$ cat config.mk
export PLATFORM = sky130hd
export DESIGN_NAME = radar_triggered_motor_actuator_top_flat
export DESIGN_NICKNAME = d
export VERILOG_FILES = /design/src/hdl/rtma_pkg.sv /design/src/hdl/rtma_in_if.sv /design/src/hdl/rtma_out_if.sv /design/src/hdl/rtma_cfg_if.sv /design/src/hdl/radar_triggered_motor_actuator_top.sv /design/src/flat_wrapper.sv
export SDC_FILE = /design/constraint.sdc
export NUM_CORES = 1
export LEC_CHECK = 0
export BUFFER_PORTS_ARGS = -buffer_cell sky130_fd_sc_hd__buf_2
export CAP_MARGIN = 20
export CELL_PAD_IN_SITES_DETAIL_PLACEMENT = 1
export CELL_PAD_IN_SITES_GLOBAL_PLACEMENT = 2
export CORE_ASPECT_RATIO = 1.5
export CORE_MARGIN = 2
export CORE_UTILIZATION = 33
export DETAILED_ROUTE_END_ITERATION = 10
export PLACE_DENSITY_LB_ADDON = 0.05
export SLEW_MARGIN = 30
export SYNTH_ARGS = -nofsm -noshare
export SYNTH_HDL_FRONTEND = slang
export SYNTH_SLANG_ARGS = --single-unit
$ cat constraint.sdc
create_clock -name clk -period 7.83 [get_ports clk]
set_clock_uncertainty 0.05 [all_clocks]
set_input_delay 0.3915 -clock clk [delete_from_list [all_inputs] [get_ports clk]]
set_output_delay 0.3915 -clock clk [all_outputs]
set_load 0.01 [all_outputs]
$ cat src/hdl/rtma_pkg.sv
// rtma_pkg: shared types and constants for the radar triggered motor actuator
// no dependencies; used by the top level
`default_nettype none

package rtma_pkg;

  typedef enum logic [2:0] {
    PH_IDLE      = 3'd0,
    PH_FWD       = 3'd1,
    PH_BACK      = 3'd2,
    PH_BRAKE     = 3'd3,
    PH_FLASH_ON  = 3'd4,
    PH_FLASH_OFF = 3'd5
  } phase_t;

  typedef enum logic [2:0] {
    CFG_OPEN_TIME     = 3'd0,
    CFG_CLOSE_TIME    = 3'd1,
    CFG_BRAKE_TIME    = 3'd2,
    CFG_FLASH_HALF    = 3'd3,
    CFG_FLASH_REPEATS = 3'd4,
    CFG_POLL_PERIOD   = 3'd5,
    CFG_START_OPEN    = 3'd6,
    CFG_START_RADAR   = 3'd7
  } cfg_idx_t;

  localparam logic [1:0] MOTOR_STOP  = 2'd0;
  localparam logic [1:0] MOTOR_FWD   = 2'd1;
  localparam logic [1:0] MOTOR_BACK  = 2'd2;
  localparam logic [1:0] MOTOR_BRAKE = 2'd3;

  localparam int PEND_RADAR  = 0;
  localparam int PEND_FLASH  = 1;
  localparam int PEND_BUTTON = 2;

  localparam logic [15:0] RST_OPEN_TIME     = 16'd1000;
  localparam logic [15:0] RST_CLOSE_TIME    = 16'd600;
  localparam logic [15:0] RST_BRAKE_TIME    = 16'd100;
  localparam logic [15:0] RST_FLASH_HALF    = 16'd100;
  localparam logic [3:0]  RST_FLASH_REPEATS = 4'd3;
  localparam logic [7:0]  RST_POLL_PERIOD   = 8'd10;
  localparam logic        RST_START_OPEN    = 1'b0;
  localparam logic        RST_START_RADAR   = 1'b1;

  typedef struct packed {
    logic [15:0] open_time;
    logic [15:0] close_time;
    logic [15:0] brake_time;
    logic [15:0] flash_half;
    logic [3:0]  flash_repeats;
    logic [7:0]  poll_period;
  } cfg_t;

  typedef struct packed {
    phase_t      phase;
    logic [2:0]  pending;
    logic [7:0]  poll_timer;
    logic [3:0]  flash_count;
    logic        open_flag;
    logic        radar_flag;
    logic        b1_armed;
    logic        b2_armed;
    logic        strobe;
  } seq_t;

endpackage

`default_nettype wire

$ cat src/hdl/rtma_in_if.sv
// rtma_in_if: tick input channel, one word per millisecond tick
// depends on nothing
`default_nettype none

interface rtma_in_if;
  logic valid;
  logic ready;
  logic button_one_level;
  logic button_two_level;
  logic radar_level;

  modport source (output valid, output button_one_level, output button_two_level,
                  output radar_level, input ready);
  modport sink (input valid, input button_one_level, input button_two_level,
                input radar_level, output ready);
endinterface

`default_nettype wire

$ cat src/hdl/rtma_out_if.sv
// rtma_out_if: result channel, one word per accepted tick
// depends on nothing
`default_nettype none

interface rtma_out_if;
  logic       valid;
  logic       ready;
  logic [1:0] motor_drive;
  logic       led_on;
  logic       is_open;
  logic       radar_enabled;
  logic       save_strobe;
  logic       busy_res;

  modport source (output valid, output motor_drive, output led_on, output is_open,
                  output radar_enabled, output save_strobe, output busy_res,
                  input ready);
  modport sink (input valid, input motor_drive, input led_on, input is_open,
                input radar_enabled, input save_strobe, input busy_res,
                output ready);
endinterface

`default_nettype wire

$ cat src/hdl/rtma_cfg_if.sv
// rtma_cfg_if: configuration write channel, register index and write data
// depends on nothing
`default_nettype none

interface rtma_cfg_if;
  logic        valid;
  logic        ready;
  logic [2:0]  index;
  logic [15:0] data;

  modport source (output valid, output index, output data, input ready);
  modport sink (input valid, input index, input data, output ready);
endinterface

`default_nettype wire

$ cat src/hdl/radar_triggered_motor_actuator_top.sv
// radar_triggered_motor_actuator_top: tick driven motor and led sequencer
// depends on rtma_pkg, rtma_in_if, rtma_out_if, rtma_cfg_if
//
// usage
//   in_ch carries one word per millisecond tick: both button levels and the
//   radar level. every accepted word yields exactly one word on out_ch with
//   motor drive code, led level, open and radar flags, save strobe and busy.
//   cfg_ch writes timing registers by index; it is always ready and a write
//   takes effect on the next tick. start_open and start_radar_on only take
//   part at reset, where their reset values load the open and radar flags.
//   a word accepted on in_ch passes the input register, then the state
//   update into the result register, before it is presented on out_ch.
//   throughput: one word per cycle while out_ch is taken; the sequencer
//   state is updated in one pass per tick, skipping zero length phases.
//   stall: when out_ch is not taken, the result register holds and the
//   input register fills, after which in_ch.ready drops until out_ch moves.
//   reset: synchronous, active low; clears both valid flags, sets the phase
//   to idle, loads the configuration reset values.
`default_nettype none

module radar_triggered_motor_actuator_top #(
  parameter int TIMER_BITS = 16
) (
  input  wire            clk,
  input  wire            rst_n,
  rtma_in_if.sink        in_ch,
  rtma_out_if.source     out_ch,
  rtma_cfg_if.sink       cfg_ch
);

  localparam logic [31:0] TIMER_MAX = 32'((64'd1 << TIMER_BITS) - 64'd1);

  typedef struct packed {
    rtma_pkg::seq_t          s;
    logic [TIMER_BITS-1:0]   timer;
  } ctx_t;

  rtma_pkg::cfg_t          cfg_r;
  rtma_pkg::seq_t          seq_r;
  logic [TIMER_BITS-1:0]   timer_r;

  logic                    in_v_r;
  logic                    b1_r;
  logic                    b2_r;
  logic                    radar_r;

  logic                    out_v_r;
  logic [1:0]              motor_r;
  logic                    led_r;
  logic                    open_r;
  logic                    radar_en_r;
  logic                    strobe_r;
  logic                    busy_r;

  logic                    out_free;
  logic                    adv;

  ctx_t                    ctx_cur;
  ctx_t                    ctx_end;
  ctx_t                    ctx_poll;
  ctx_t                    ctx_nxt;
  logic [7:0]              poll_inc;
  logic [TIMER_BITS-1:0]   timer_nxt;
  logic [1:0]              motor_nxt;
  logic                    led_nxt;

  function automatic logic [TIMER_BITS-1:0] clip(input logic [15:0] t);
    logic [31:0] t32;
    t32 = {16'd0, t};
    if (t32 > TIMER_MAX) begin
      clip = TIMER_MAX[TIMER_BITS-1:0];
    end else begin
      clip = t32[TIMER_BITS-1:0];
    end
  endfunction

  // start queued actions in order until one has a phase with time left
  function automatic ctx_t start_chain(input ctx_t c, input rtma_pkg::cfg_t g);
    ctx_t        r;
    logic        fwd;
    logic [15:0] drive;
    r = c;
    for (int i = 0; i < 3; i++) begin
      if (r.s.phase == rtma_pkg::PH_IDLE && r.s.pending != 3'd0) begin
        if (r.s.pending[rtma_pkg::PEND_RADAR] || !r.s.pending[rtma_pkg::PEND_FLASH]) begin
          if (!r.s.pending[rtma_pkg::PEND_RADAR]) begin
            r.s.open_flag = ~r.s.open_flag;
            r.s.strobe    = 1'b1;
          end
          fwd   = r.s.pending[rtma_pkg::PEND_RADAR] ? ~r.s.open_flag : r.s.open_flag;
          drive = fwd ? g.open_time : g.close_time;
          if (drive != 16'd0) begin
            r.s.phase = fwd ? rtma_pkg::PH_FWD : rtma_pkg::PH_BACK;
            r.timer   = clip(drive);
          end else if (g.brake_time != 16'd0) begin
            r.s.phase = rtma_pkg::PH_BRAKE;
            r.timer   = clip(g.brake_time);
          end else if (r.s.pending[rtma_pkg::PEND_RADAR]) begin
            r.s.open_flag                       = ~r.s.open_flag;
            r.s.strobe                          = 1'b1;
            r.s.pending[rtma_pkg::PEND_RADAR]   = 1'b0;
          end else begin
            r.s.pending[rtma_pkg::PEND_BUTTON]  = 1'b0;
          end
        end else begin
          r.s.radar_flag  = ~r.s.radar_flag;
          r.s.strobe      = 1'b1;
          r.s.flash_count = 4'd0;
          if (g.flash_half != 16'd0) begin
            r.s.phase = rtma_pkg::PH_FLASH_ON;
            r.timer   = clip(g.flash_half);
          end else begin
            r.s.pending[rtma_pkg::PEND_FLASH] = 1'b0;
          end
        end
      end
    end
    start_chain = r;
  endfunction

  // close the phase whose time ran out, skipping zero length phases
  function automatic ctx_t end_phase(input ctx_t c, input rtma_pkg::cfg_t g);
    ctx_t       r;
    logic [3:0] cnt;
    logic       fin_m;
    logic       fin_f;
    r     = c;
    cnt   = c.s.flash_count + 4'd1;
    fin_m = 1'b0;
    fin_f = 1'b0;
    unique case (c.s.phase) inside
      rtma_pkg::PH_FWD, rtma_pkg::PH_BACK: begin
        if (g.brake_time != 16'd0) begin
          r.s.phase = rtma_pkg::PH_BRAKE;
          r.timer   = clip(g.brake_time);
        end else begin
          fin_m = 1'b1;
        end
      end
      rtma_pkg::PH_BRAKE: begin
        fin_m = 1'b1;
      end
      rtma_pkg::PH_FLASH_ON: begin
        if (g.flash_half != 16'd0) begin
          r.s.phase = rtma_pkg::PH_FLASH_OFF;
          r.timer   = clip(g.flash_half);
        end else begin
          fin_f = 1'b1;
        end
      end
      rtma_pkg::PH_FLASH_OFF: begin
        r.s.flash_count = cnt;
        if (cnt >= g.flash_repeats || cnt == 4'd0 || g.flash_half == 16'd0) begin
          fin_f = 1'b1;
        end else begin
          r.s.phase = rtma_pkg::PH_FLASH_ON;
          r.timer   = clip(g.flash_half);
        end
      end
      default: begin
        r.s.phase = rtma_pkg::PH_IDLE;
        r.timer   = '0;
      end
    endcase
    if (fin_m) begin
      if (r.s.pending[rtma_pkg::PEND_RADAR]) begin
        r.s.open_flag                     = ~r.s.open_flag;
        r.s.strobe                        = 1'b1;
        r.s.pending[rtma_pkg::PEND_RADAR] = 1'b0;
      end else begin
        r.s.pending[rtma_pkg::PEND_BUTTON] = 1'b0;
      end
    end
    if (fin_f) begin
      r.s.pending[rtma_pkg::PEND_FLASH] = 1'b0;
    end
    if (fin_m || fin_f) begin
      r.s.phase = rtma_pkg::PH_IDLE;
      r.timer   = '0;
    end
    end_phase = r;
  endfunction

  // handshake
  assign out_free    = !out_v_r || out_ch.ready;
  assign adv         = in_v_r && out_free;
  assign in_ch.ready = !in_v_r || out_free;
  assign cfg_ch.ready = 1'b1;

  // next state for one tick
  always_comb begin
    ctx_cur          = '{s: seq_r, timer: timer_r};
    ctx_cur.s.strobe = 1'b0;
    if (ctx_cur.s.phase != rtma_pkg::PH_IDLE && ctx_cur.timer == '0) begin
      ctx_end = start_chain(end_phase(ctx_cur, cfg_r), cfg_r);
    end else begin
      ctx_end = ctx_cur;
    end
    ctx_poll = ctx_end;
    poll_inc = ctx_end.s.poll_timer + 8'd1;
    if (ctx_end.s.phase == rtma_pkg::PH_IDLE && ctx_end.s.pending == 3'd0) begin
      ctx_poll.s.poll_timer = poll_inc;
      if (poll_inc >= cfg_r.poll_period) begin
        ctx_poll.s.poll_timer = 8'd0;
        if (ctx_end.s.radar_flag && (radar_r != ctx_end.s.open_flag)) begin
          ctx_poll.s.pending[rtma_pkg::PEND_RADAR] = 1'b1;
        end
        if (!b2_r) begin
          ctx_poll.s.b2_armed = 1'b1;
        end else if (ctx_end.s.b2_armed) begin
          ctx_poll.s.b2_armed                      = 1'b0;
          ctx_poll.s.pending[rtma_pkg::PEND_FLASH] = 1'b1;
        end
        if (!b1_r) begin
          ctx_poll.s.b1_armed = 1'b1;
        end else if (ctx_end.s.b1_armed) begin
          ctx_poll.s.b1_armed                       = 1'b0;
          ctx_poll.s.pending[rtma_pkg::PEND_BUTTON] = 1'b1;
        end
      end
    end
    ctx_nxt = start_chain(ctx_poll, cfg_r);
    if (ctx_nxt.s.phase != rtma_pkg::PH_IDLE && ctx_nxt.timer != '0) begin
      timer_nxt = ctx_nxt.timer - 1'b1;
    end else begin
      timer_nxt = ctx_nxt.timer;
    end
  end

  // outputs of the phase active on this tick
  always_comb begin
    motor_nxt = rtma_pkg::MOTOR_STOP;
    led_nxt   = 1'b0;
    unique case (ctx_nxt.s.phase)
      rtma_pkg::PH_FWD:       motor_nxt = rtma_pkg::MOTOR_FWD;
      rtma_pkg::PH_BACK:      motor_nxt = rtma_pkg::MOTOR_BACK;
      rtma_pkg::PH_BRAKE:     motor_nxt = rtma_pkg::MOTOR_BRAKE;
      rtma_pkg::PH_FLASH_ON:  led_nxt   = 1'b1;
      rtma_pkg::PH_FLASH_OFF: led_nxt   = ctx_nxt.s.radar_flag;
      default: begin
        motor_nxt = rtma_pkg::MOTOR_STOP;
        led_nxt   = 1'b0;
      end
    endcase
  end

  // configuration registers
  always_ff @(posedge clk) begin
    if (!rst_n) begin
      cfg_r.open_time     <= rtma_pkg::RST_OPEN_TIME;
      cfg_r.close_time    <= rtma_pkg::RST_CLOSE_TIME;
      cfg_r.brake_time    <= rtma_pkg::RST_BRAKE_TIME;
      cfg_r.flash_half    <= rtma_pkg::RST_FLASH_HALF;
      cfg_r.flash_repeats <= rtma_pkg::RST_FLASH_REPEATS;
      cfg_r.poll_period   <= rtma_pkg::RST_POLL_PERIOD;
    end else if (cfg_ch.valid) begin
      unique case (rtma_pkg::cfg_idx_t'(cfg_ch.index))
        rtma_pkg::CFG_OPEN_TIME:     cfg_r.open_time     <= cfg_ch.data;
        rtma_pkg::CFG_CLOSE_TIME:    cfg_r.close_time    <= cfg_ch.data;
        rtma_pkg::CFG_BRAKE_TIME:    cfg_r.brake_time    <= cfg_ch.data;
        rtma_pkg::CFG_FLASH_HALF:    cfg_r.flash_half    <= cfg_ch.data;
        rtma_pkg::CFG_FLASH_REPEATS: cfg_r.flash_repeats <= cfg_ch.data[3:0];
        rtma_pkg::CFG_POLL_PERIOD:   cfg_r.poll_period   <= cfg_ch.data[7:0];
        default: begin
        end
      endcase
    end
  end

  // input register
  always_ff @(posedge clk) begin
    if (!rst_n) begin
      in_v_r <= 1'b0;
    end else if (in_ch.ready) begin
      in_v_r <= in_ch.valid;
    end
    if (in_ch.ready && in_ch.valid) begin
      b1_r    <= in_ch.button_one_level;
      b2_r    <= in_ch.button_two_level;
      radar_r <= in_ch.radar_level;
    end
  end

  // sequencer state and result register
  always_ff @(posedge clk) begin
    if (!rst_n) begin
      seq_r.phase       <= rtma_pkg::PH_IDLE;
      seq_r.pending     <= 3'd0;
      seq_r.poll_timer  <= 8'd0;
      seq_r.flash_count <= 4'd0;
      seq_r.open_flag   <= rtma_pkg::RST_START_OPEN;
      seq_r.radar_flag  <= rtma_pkg::RST_START_RADAR;
      seq_r.b1_armed    <= 1'b0;
      seq_r.b2_armed    <= 1'b0;
      seq_r.strobe      <= 1'b0;
      timer_r           <= '0;
      out_v_r           <= 1'b0;
    end else if (adv) begin
      seq_r   <= ctx_nxt.s;
      timer_r <= timer_nxt;
      out_v_r <= 1'b1;
    end else if (out_ch.ready) begin
      out_v_r <= 1'b0;
    end
    if (adv) begin
      motor_r    <= motor_nxt;
      led_r      <= led_nxt;
      open_r     <= ctx_nxt.s.open_flag;
      radar_en_r <= ctx_nxt.s.radar_flag;
      strobe_r   <= ctx_nxt.s.strobe;
      busy_r     <= (ctx_nxt.s.phase != rtma_pkg::PH_IDLE);
    end
  end

  assign out_ch.valid         = out_v_r;
  assign out_ch.motor_drive   = motor_r;
  assign out_ch.led_on        = led_r;
  assign out_ch.is_open       = open_r;
  assign out_ch.radar_enabled = radar_en_r;
  assign out_ch.save_strobe   = strobe_r;
  assign out_ch.busy_res      = busy_r;

`ifndef SYNTH
  // idle sequencer never leaves work queued
  a_idle_no_pending: assert property (@(posedge clk) disable iff (!rst_n)
    seq_r.phase == rtma_pkg::PH_IDLE |-> seq_r.pending == 3'd0)
    else $error("idle phase with queued actions");

  // a running motor or led pattern always reports busy
  a_motor_busy: assert property (@(posedge clk) disable iff (!rst_n)
    out_v_r && (motor_r != rtma_pkg::MOTOR_STOP || led_r) |-> busy_r)
    else $error("motor or led active while not busy");

  // led and motor never active together
  a_led_motor_excl: assert property (@(posedge clk) disable iff (!rst_n)
    out_v_r && led_r |-> motor_r == rtma_pkg::MOTOR_STOP)
    else $error("led on during motor phase");

  // a word taken from the input register always lands in the result register
  a_adv_result: assert property (@(posedge clk) disable iff (!rst_n)
    adv |=> out_v_r)
    else $error("tick lost between stages");

  // input side only stalls with a full input register
  a_stall_full: assert property (@(posedge clk) disable iff (!rst_n)
    !in_ch.ready |-> in_v_r && out_v_r)
    else $error("input stalled with free stage");
`endif

endmodule

`default_nettype wire
$ cat src/flat_wrapper.sv
// flat-port wrapper written by rule: the top's interface ports become plain ports
module radar_triggered_motor_actuator_top_flat 
#(
  parameter int TIMER_BITS = 16
)
  (clk, rst_n, in_ch_valid, in_ch_button_one_level, in_ch_button_two_level, in_ch_radar_level, in_ch_ready, out_ch_valid, out_ch_motor_drive, out_ch_led_on, out_ch_is_open, out_ch_radar_enabled, out_ch_save_strobe, out_ch_busy_res, out_ch_ready, cfg_ch_valid, cfg_ch_index, cfg_ch_data, cfg_ch_ready);
  rtma_in_if in_ch_i ();
  rtma_out_if out_ch_i ();
  rtma_cfg_if cfg_ch_i ();
  input  wire clk;
  input  wire rst_n;
  input wire logic [$bits(in_ch_i.valid)-1:0] in_ch_valid;
  input wire logic [$bits(in_ch_i.button_one_level)-1:0] in_ch_button_one_level;
  input wire logic [$bits(in_ch_i.button_two_level)-1:0] in_ch_button_two_level;
  input wire logic [$bits(in_ch_i.radar_level)-1:0] in_ch_radar_level;
  output wire logic [$bits(in_ch_i.ready)-1:0] in_ch_ready;
  output wire logic [$bits(out_ch_i.valid)-1:0] out_ch_valid;
  output wire logic [$bits(out_ch_i.motor_drive)-1:0] out_ch_motor_drive;
  output wire logic [$bits(out_ch_i.led_on)-1:0] out_ch_led_on;
  output wire logic [$bits(out_ch_i.is_open)-1:0] out_ch_is_open;
  output wire logic [$bits(out_ch_i.radar_enabled)-1:0] out_ch_radar_enabled;
  output wire logic [$bits(out_ch_i.save_strobe)-1:0] out_ch_save_strobe;
  output wire logic [$bits(out_ch_i.busy_res)-1:0] out_ch_busy_res;
  input wire logic [$bits(out_ch_i.ready)-1:0] out_ch_ready;
  input wire logic [$bits(cfg_ch_i.valid)-1:0] cfg_ch_valid;
  input wire logic [$bits(cfg_ch_i.index)-1:0] cfg_ch_index;
  input wire logic [$bits(cfg_ch_i.data)-1:0] cfg_ch_data;
  output wire logic [$bits(cfg_ch_i.ready)-1:0] cfg_ch_ready;
  assign in_ch_i.valid = in_ch_valid;
  assign in_ch_i.button_one_level = in_ch_button_one_level;
  assign in_ch_i.button_two_level = in_ch_button_two_level;
  assign in_ch_i.radar_level = in_ch_radar_level;
  assign in_ch_ready = in_ch_i.ready;
  assign out_ch_valid = out_ch_i.valid;
  assign out_ch_motor_drive = out_ch_i.motor_drive;
  assign out_ch_led_on = out_ch_i.led_on;
  assign out_ch_is_open = out_ch_i.is_open;
  assign out_ch_radar_enabled = out_ch_i.radar_enabled;
  assign out_ch_save_strobe = out_ch_i.save_strobe;
  assign out_ch_busy_res = out_ch_i.busy_res;
  assign out_ch_i.ready = out_ch_ready;
  assign cfg_ch_i.valid = cfg_ch_valid;
  assign cfg_ch_i.index = cfg_ch_index;
  assign cfg_ch_i.data = cfg_ch_data;
  assign cfg_ch_ready = cfg_ch_i.ready;
  radar_triggered_motor_actuator_top #(.TIMER_BITS(TIMER_BITS)) u_core (.clk(clk), .rst_n(rst_n), .in_ch(in_ch_i), .out_ch(out_ch_i), .cfg_ch(cfg_ch_i));
endmodule
# Word level (Yosys, flattened, before mapping)
# Index checks and enable logic that the tools add are counted.
[word_totals]
reg_bits = 126
input_bits = 27
output_inout_bits = 10
wordCells = 406
[op_classes]
add_sub_neg = 3
order_cmp = 2
n_eq_ne = 16
mux = 273
bitwise = 19
reduce_logical = 67
[ops]
columns = ["operator", "count"]
rows = [
  ["$mux 16", 30],
  ["$mux 17", 13],
  ["$mux 1", 161],
  ["$reduce_bool 16->1", 9],
  ["$mux 6", 16],
  ["$mux 3", 29],
  ["$pmux 16 s4", 1],
  ["$mux 39", 1],
  ["$logic_not 16->1", 2],
  ["$mux 4", 7],
  ["$logic_not 3->1", 8],
  ["$reduce_bool 3->1", 8],
  ["$mux 11", 2],
  ["$not 1->1", 19],
  ["$eq 3x2->1 const B", 6],
  ["$eq 3x3->1 const B", 6],
  ["$mux 2", 8],
  ["$sub 16x1->16 const B", 1],
  ["$logic_and 1x1->1", 12],
  ["$pmux 3 s4", 1],
  ["$reduce_and 2->1", 6],
  ["$logic_or 1x1->1", 11],
  ["$eq 3x1->1 const B", 3],
  ["$add 8x1->8 const B", 1],
  ["10 further kinds", 19],
]

# Depth between registers and ports, before layout
[logic_depth]
depth_word = 89
ltp_mapped = 32

# Worst setup path before layout
# Ideal clock, no wire load.
[synth_path]
kind = "register -> register"
startpoint = "reg u_core.cfg_r[37] (netlist bit)"
endpoint = "reg u_core.timer_r[11]"
setup_ns = 0.145
arrival_ns = 7.175
setup_slack_ns = 0.459
path_stages_with_launch = 31
cell_sequence = "dfxtp_1 > buf_4 > or4_4 > or4_1 > buf_2 > a2111oi_4 > o21ai_2 > and2_1 > buf_6 > o41a_4 > nand2_1 > o21ai_1 > nor3_4 > a211oi_2 > o211a_1 > o41ai_2 > a22oi_1 > or3_1 > buf_2 > xnor2_4 > mux2i_2 > nor2_2 > buf_4 > o22ai_2 > inv_1 > ha_1 > o211ai_1 > and4bb_2 > or4b_4 > xnor2_1 > a21oi_1"
[synth_between]
elab_chain_len = 85
word_cells_on_any_way = 256
cone_classes = "add/sub (1); eq/ne (1); mux (197); bitwise (14); reduce/logical (43)"
[synth_lines]
columns = ["item", "line", "rtl"]
rows = [
  ["start, declared", "radar_triggered_motor_actuator_top.sv:38", "rtma_pkg::cfg_t cfg_r;"],
  ["branches (longest 84 deep; another with $reduce_bool 16->1)", "-", ""],
  ["$mux 16 *", "radar_triggered_motor_actuator_top.sv:223", "if (ctx_nxt.s.phase != rtma_pkg::PH_IDLE && ctx_nxt.timer != '0) begin"],
  ["end signal, assigned", "radar_triggered_motor_actuator_top.sv:300", "timer_r <= timer_nxt;"],
  ["end, declared", "radar_triggered_motor_actuator_top.sv:40", "logic [TIMER_BITS-1:0] timer_r;"],
]
# Every way passes the cells marked *. The select of a mux whose other input is x is not followed.
# A chain may end at the register's enable or synchronous reset.

# Worst setup path after layout
[layout_path]
startpoint = "reg u_core.cfg_r[35] (netlist bit)"
endpoint = "reg u_core.timer_r[13]"
# The elaborated chain is that of the path after synthesis.

==> results.json <==
{
  "fillers": 4384,
  "grt_util_met1_pct": 41.6,
  "final-seq-area_sq_mm": 0.00262,
  "grt.overflow.total": 0,
  "htree_levels": 4,
  "ys_seq_area_share_pct": 22.7,
  "yosysWarningCount": 0,
  "critPathLaunchType": "flip-flop",
  "cts.sinks": 126,
  "maxCapViolCount": 0,
  "clk_latency_ns": 0.44,
  "cts_buffer_depth": 2,
  "grt_max_degree": 66,
  "dieWidth_um": 157,
  "io_pins": 37,
  "r2r-start": "u_core.cfg_r[35]$_SDFFE_PN0P_",
  "firstDrtPassIters": 8,
  "hold_violations": 0,
  "synth_fp_nets": 1710,
  "grt_pass1_vias": 15000,
  "antenna_found_initial": 1,
  "powerDensity_mw_per_mm2": 210,
  "top_usage_layer": "met2",
  "critPathKind": "flip-flop to flip-flop",
  "fmaxAchievable_mhz": 133,
  "drv_slew": 0,
  "fin_crit_sh_pct": 95.9,
  "vdd_drop_max_uv": 148,
  "syn-cell-area_sq_mm": 0.0115,
  "rows": 83,
  "grt_use_met3_pct": 5.55,
  "yosys_register_bits": 126,
  "fin_area_sq_mm": 0.0143,
  "syn_inst": 1669,
  "routed_wl_um": 70700,
  "cts.clk_slew.worst_paths_ns": 0.06,
  "n_antenna_cell": 0,
  "worstHoldStart": "in_ch_button_one_level",
  "cp.arrival_ns": 7.80,
  "relSlewSlack_pct": 37.9,
  "detailed_place_hpwl_um": 55600,
  "drtIter0Drc": 1096,
  "tns_ns": 0,
  "multi_input_area_sq_mm": 0.00837,
  "layout_min_cycle_time_ns": 7.51,
  "vias": 14700,
  "cp.required_ns": 8.12,
  "port_buffers": 35,
  "drc_errors": 0,
  "critical_path.startpoint": "u_core.cfg_r[35]$_SDFFE_PN0P_",
  "start_util_pct": 33.5,
  "grt_pass1_wl_um": 102000,
  "die_area_sq_mm": 0.0365,
  "use_met2_pct": 65.2,
  "rsz0062_at_grt": "false",
  "track_usage_pct": 38.8,
  "critical_path.max_fanout": 9,
  "tritoncts": "built",
  "post_synth_num_cell_types": 108,
  "synthArstFlopShare_pct": 0,
  "hold_depth": 1,
  "cts_made_buffers": 17,
  "place_area_sq_mm": 0.0136,
  "wl_per_cell_um": 30.5,
  "hold_path.class": "input port to flip-flop",
  "end_kind": "flip-flop",
  "cts_root_buf": "clkbuf_16",
  "syn_avg_cell_area_sq_um": 6.91,
  "finalSetupViolCount": 0,
  "rr_worst_depth": 25,
  "postCtsHoldBufs": 0,
  "syn2layout_area_growth_pct": 23.9,
  "ant_nets": 0,
  "die_h_um": 233,
  "p_leak_uw": 0.00550,
  "core_sq_mm": 0.0344,
  "layout.nets": 1878,
  "drive_above_1_share_pct": 21.4,
  "synth_edf_count": 10,
  "viasPerCell": 6.34,
  "tightest_slew_ns": 0.931,
  "synth_top_flop_cell": "dfxtp_1",
  "place.gp.congestion": 1.03,
  "outcome": "complete, no violations"
}
[synth_stat cells (9+ instances only)]
master    number  share of area, %
a211oi_1      26               1.7
a21o_1        17               1.1
a21oi_1      169               7.3
a221oi_1      24               1.8
a31oi_1       30               1.6
and2_1        21               1.1
and3_1        17              0.92
buf_2         13              0.56
buf_4         17               1.1
clkbuf_1      89               2.9
dfxtp_1      116                20
edfxtp_1      10               2.6
ha_1          14               1.5
inv_1         23              0.75
mux2i_1       37               3.2
nand2_1      304               9.9
nand2b_1      18              0.98
nand3_1       71               3.1
nor2_1       156               5.1
nor2b_1       12              0.65
nor3_1        35               1.5
nor4_1        18              0.98
o211ai_1      29               1.9
o21a_1        12              0.78
o21ai_0       89               3.9
o21ai_1        9              0.39
o221ai_1      12              0.91
o22ai_1       29               1.6
or2_2         10              0.54
or3_1          9              0.49
or4_1         13              0.85
xnor2_1       12              0.91
[state kept, by name (all words and copies together) (netlist names)]
name / flops
u_core.out_ch.valid: 1
u_core.out_ch.radar_enabled: 1
u_core.radar_r: 1
u_core.out_ch.save_strobe: 1
u_core.cfg_r: 76
u_core.out_ch.led_on: 1
u_core.b2_r: 1
u_core.ctx_cur: 22
u_core.out_ch.busy_res: 1
u_core.in_v_r: 1
u_core.b1_r: 1
u_core.out_ch.is_open: 1
u_core.out_ch.motor_drive: 2
u_core.timer_r: 16
[final timing paths]
path	slack, ns	to
setup reg to reg	0.32	u_core.timer_r[13]$_SDFFE_PN0P_
hold reg to reg	0.41	u_core.cfg_r[2]$_SDFFE_PN0P_
setup / recovery	0.32	u_core.timer_r[13]$_SDFFE_PN0P_
hold / removal	0.08	u_core.b1_r$_DFFE_PP_
[stage by stage]
step	setup slack [ns]	instances	total power, uW	hold WS (ns)	utilization [%]
floorplan	0.459	1669	1440	0.374	-
global placement	0.220	2283	2130	0.396	39.5
detailed placement	0.0377	2283	2160	0.399	39.5
CTS	0.0610	2315	2990	0.0617	41.3
global route	0.0455	2317	3130	0.0635	41.6
finish	0.321	2317	3000	0.0760	41.6
[routing by layer]
layer  up-vias  wire length [um]
met5         -                 0
met4         0              8070
met3       289              3770
met2       697             33400
met1      7179             25500
li1       6526                 -
[cell families after synthesis]
logic type | share of synthesized area, %
other cells | 0.0325
simple gates | 29.0
mux | 4.11
fa+ha+maj | 1.52
buf+inv | 5.81
xor+xnor | 1.96
compound gates | 34.8
flops | 22.7
[where the power goes]
part | total, uW | internal, uW | leakage [uW] | switching [uW]
combinational | 1430 | 566 | 0.00417 | 864
clock | 821 | 479 | 0.000291 | 341
sequential | 748 | 690 | 0.00104 | 58.8
total | 3000 | 1730 | 0.00550 | 1260
[cell usage in the layout, fill, tap and decap left out, types with 11 or more instances in the layout]
master,Yosys,layout
nand2_1,304,304
buf_4,17,239
a21oi_1,169,166
nor2_1,156,155
dfxtp_1,116,116
o21ai_0,89,86
nand3_1,71,69
mux2i_1,37,37
buf_2,13,35
nor3_1,35,30
a31oi_1,30,30
o211ai_1,29,29
o22ai_1,29,29
a211oi_1,26,26
a221oi_1,24,23
inv_1,23,22
and2_1,21,20
clkbuf_16,0,19
nand2b_1,18,18
and3_1,17,17
a21o_1,17,17
nor4_1,18,15
ha_1,14,14
nor2b_1,12,12
xnor2_1,12,12
or4_1,13,12
o221ai_1,12,12
o21a_1,12,11
o21ai_1,9,11
[area by class of cell]
type | count | area share [%]
clock buffer | 19 | 3.33
clock inverter | 13 | 0.876
inverter | 25 | 0.666
multi-input combinational | 1391 | 58.6
sequential | 126 | 18.4
tap | 467 | 4.09
timing repair buffer | 276 | 14.1
[critical path, cell delays in order, from the launching register on]
cell and delay [ns]:
dfxtp_1 0.35, or4_4 0.58, or4_4 0.60, a2111oi_4 0.39, o21ai_2 0.15, and2_2 0.31, a32o_1 0.28, a211oi_4 0.39
xnor3_1 0.32, a21o_2 0.28, mux2i_1 0.15, nor2_1 0.24, buf_4 0.20, a2111oi_0 0.07, buf_4 0.19, or2_2 0.37
o221ai_1 0.43, a221oi_1 0.18, buf_4 0.17, o21ai_1 0.19, inv_1 0.10, ha_1 0.20, o211ai_1 0.09, and4bb_2 0.30
or4b_4 0.55, o311ai_1 0.30
[repair_timing]
action,in CTS,in global routing
setup endpoints to repair,2,13
resized for setup,2,18
hold endpoints to repair,0,0
cloned,0,0
pin swaps,0,1
setup buffers,0,2
Power figures use the tool's default switching activity.
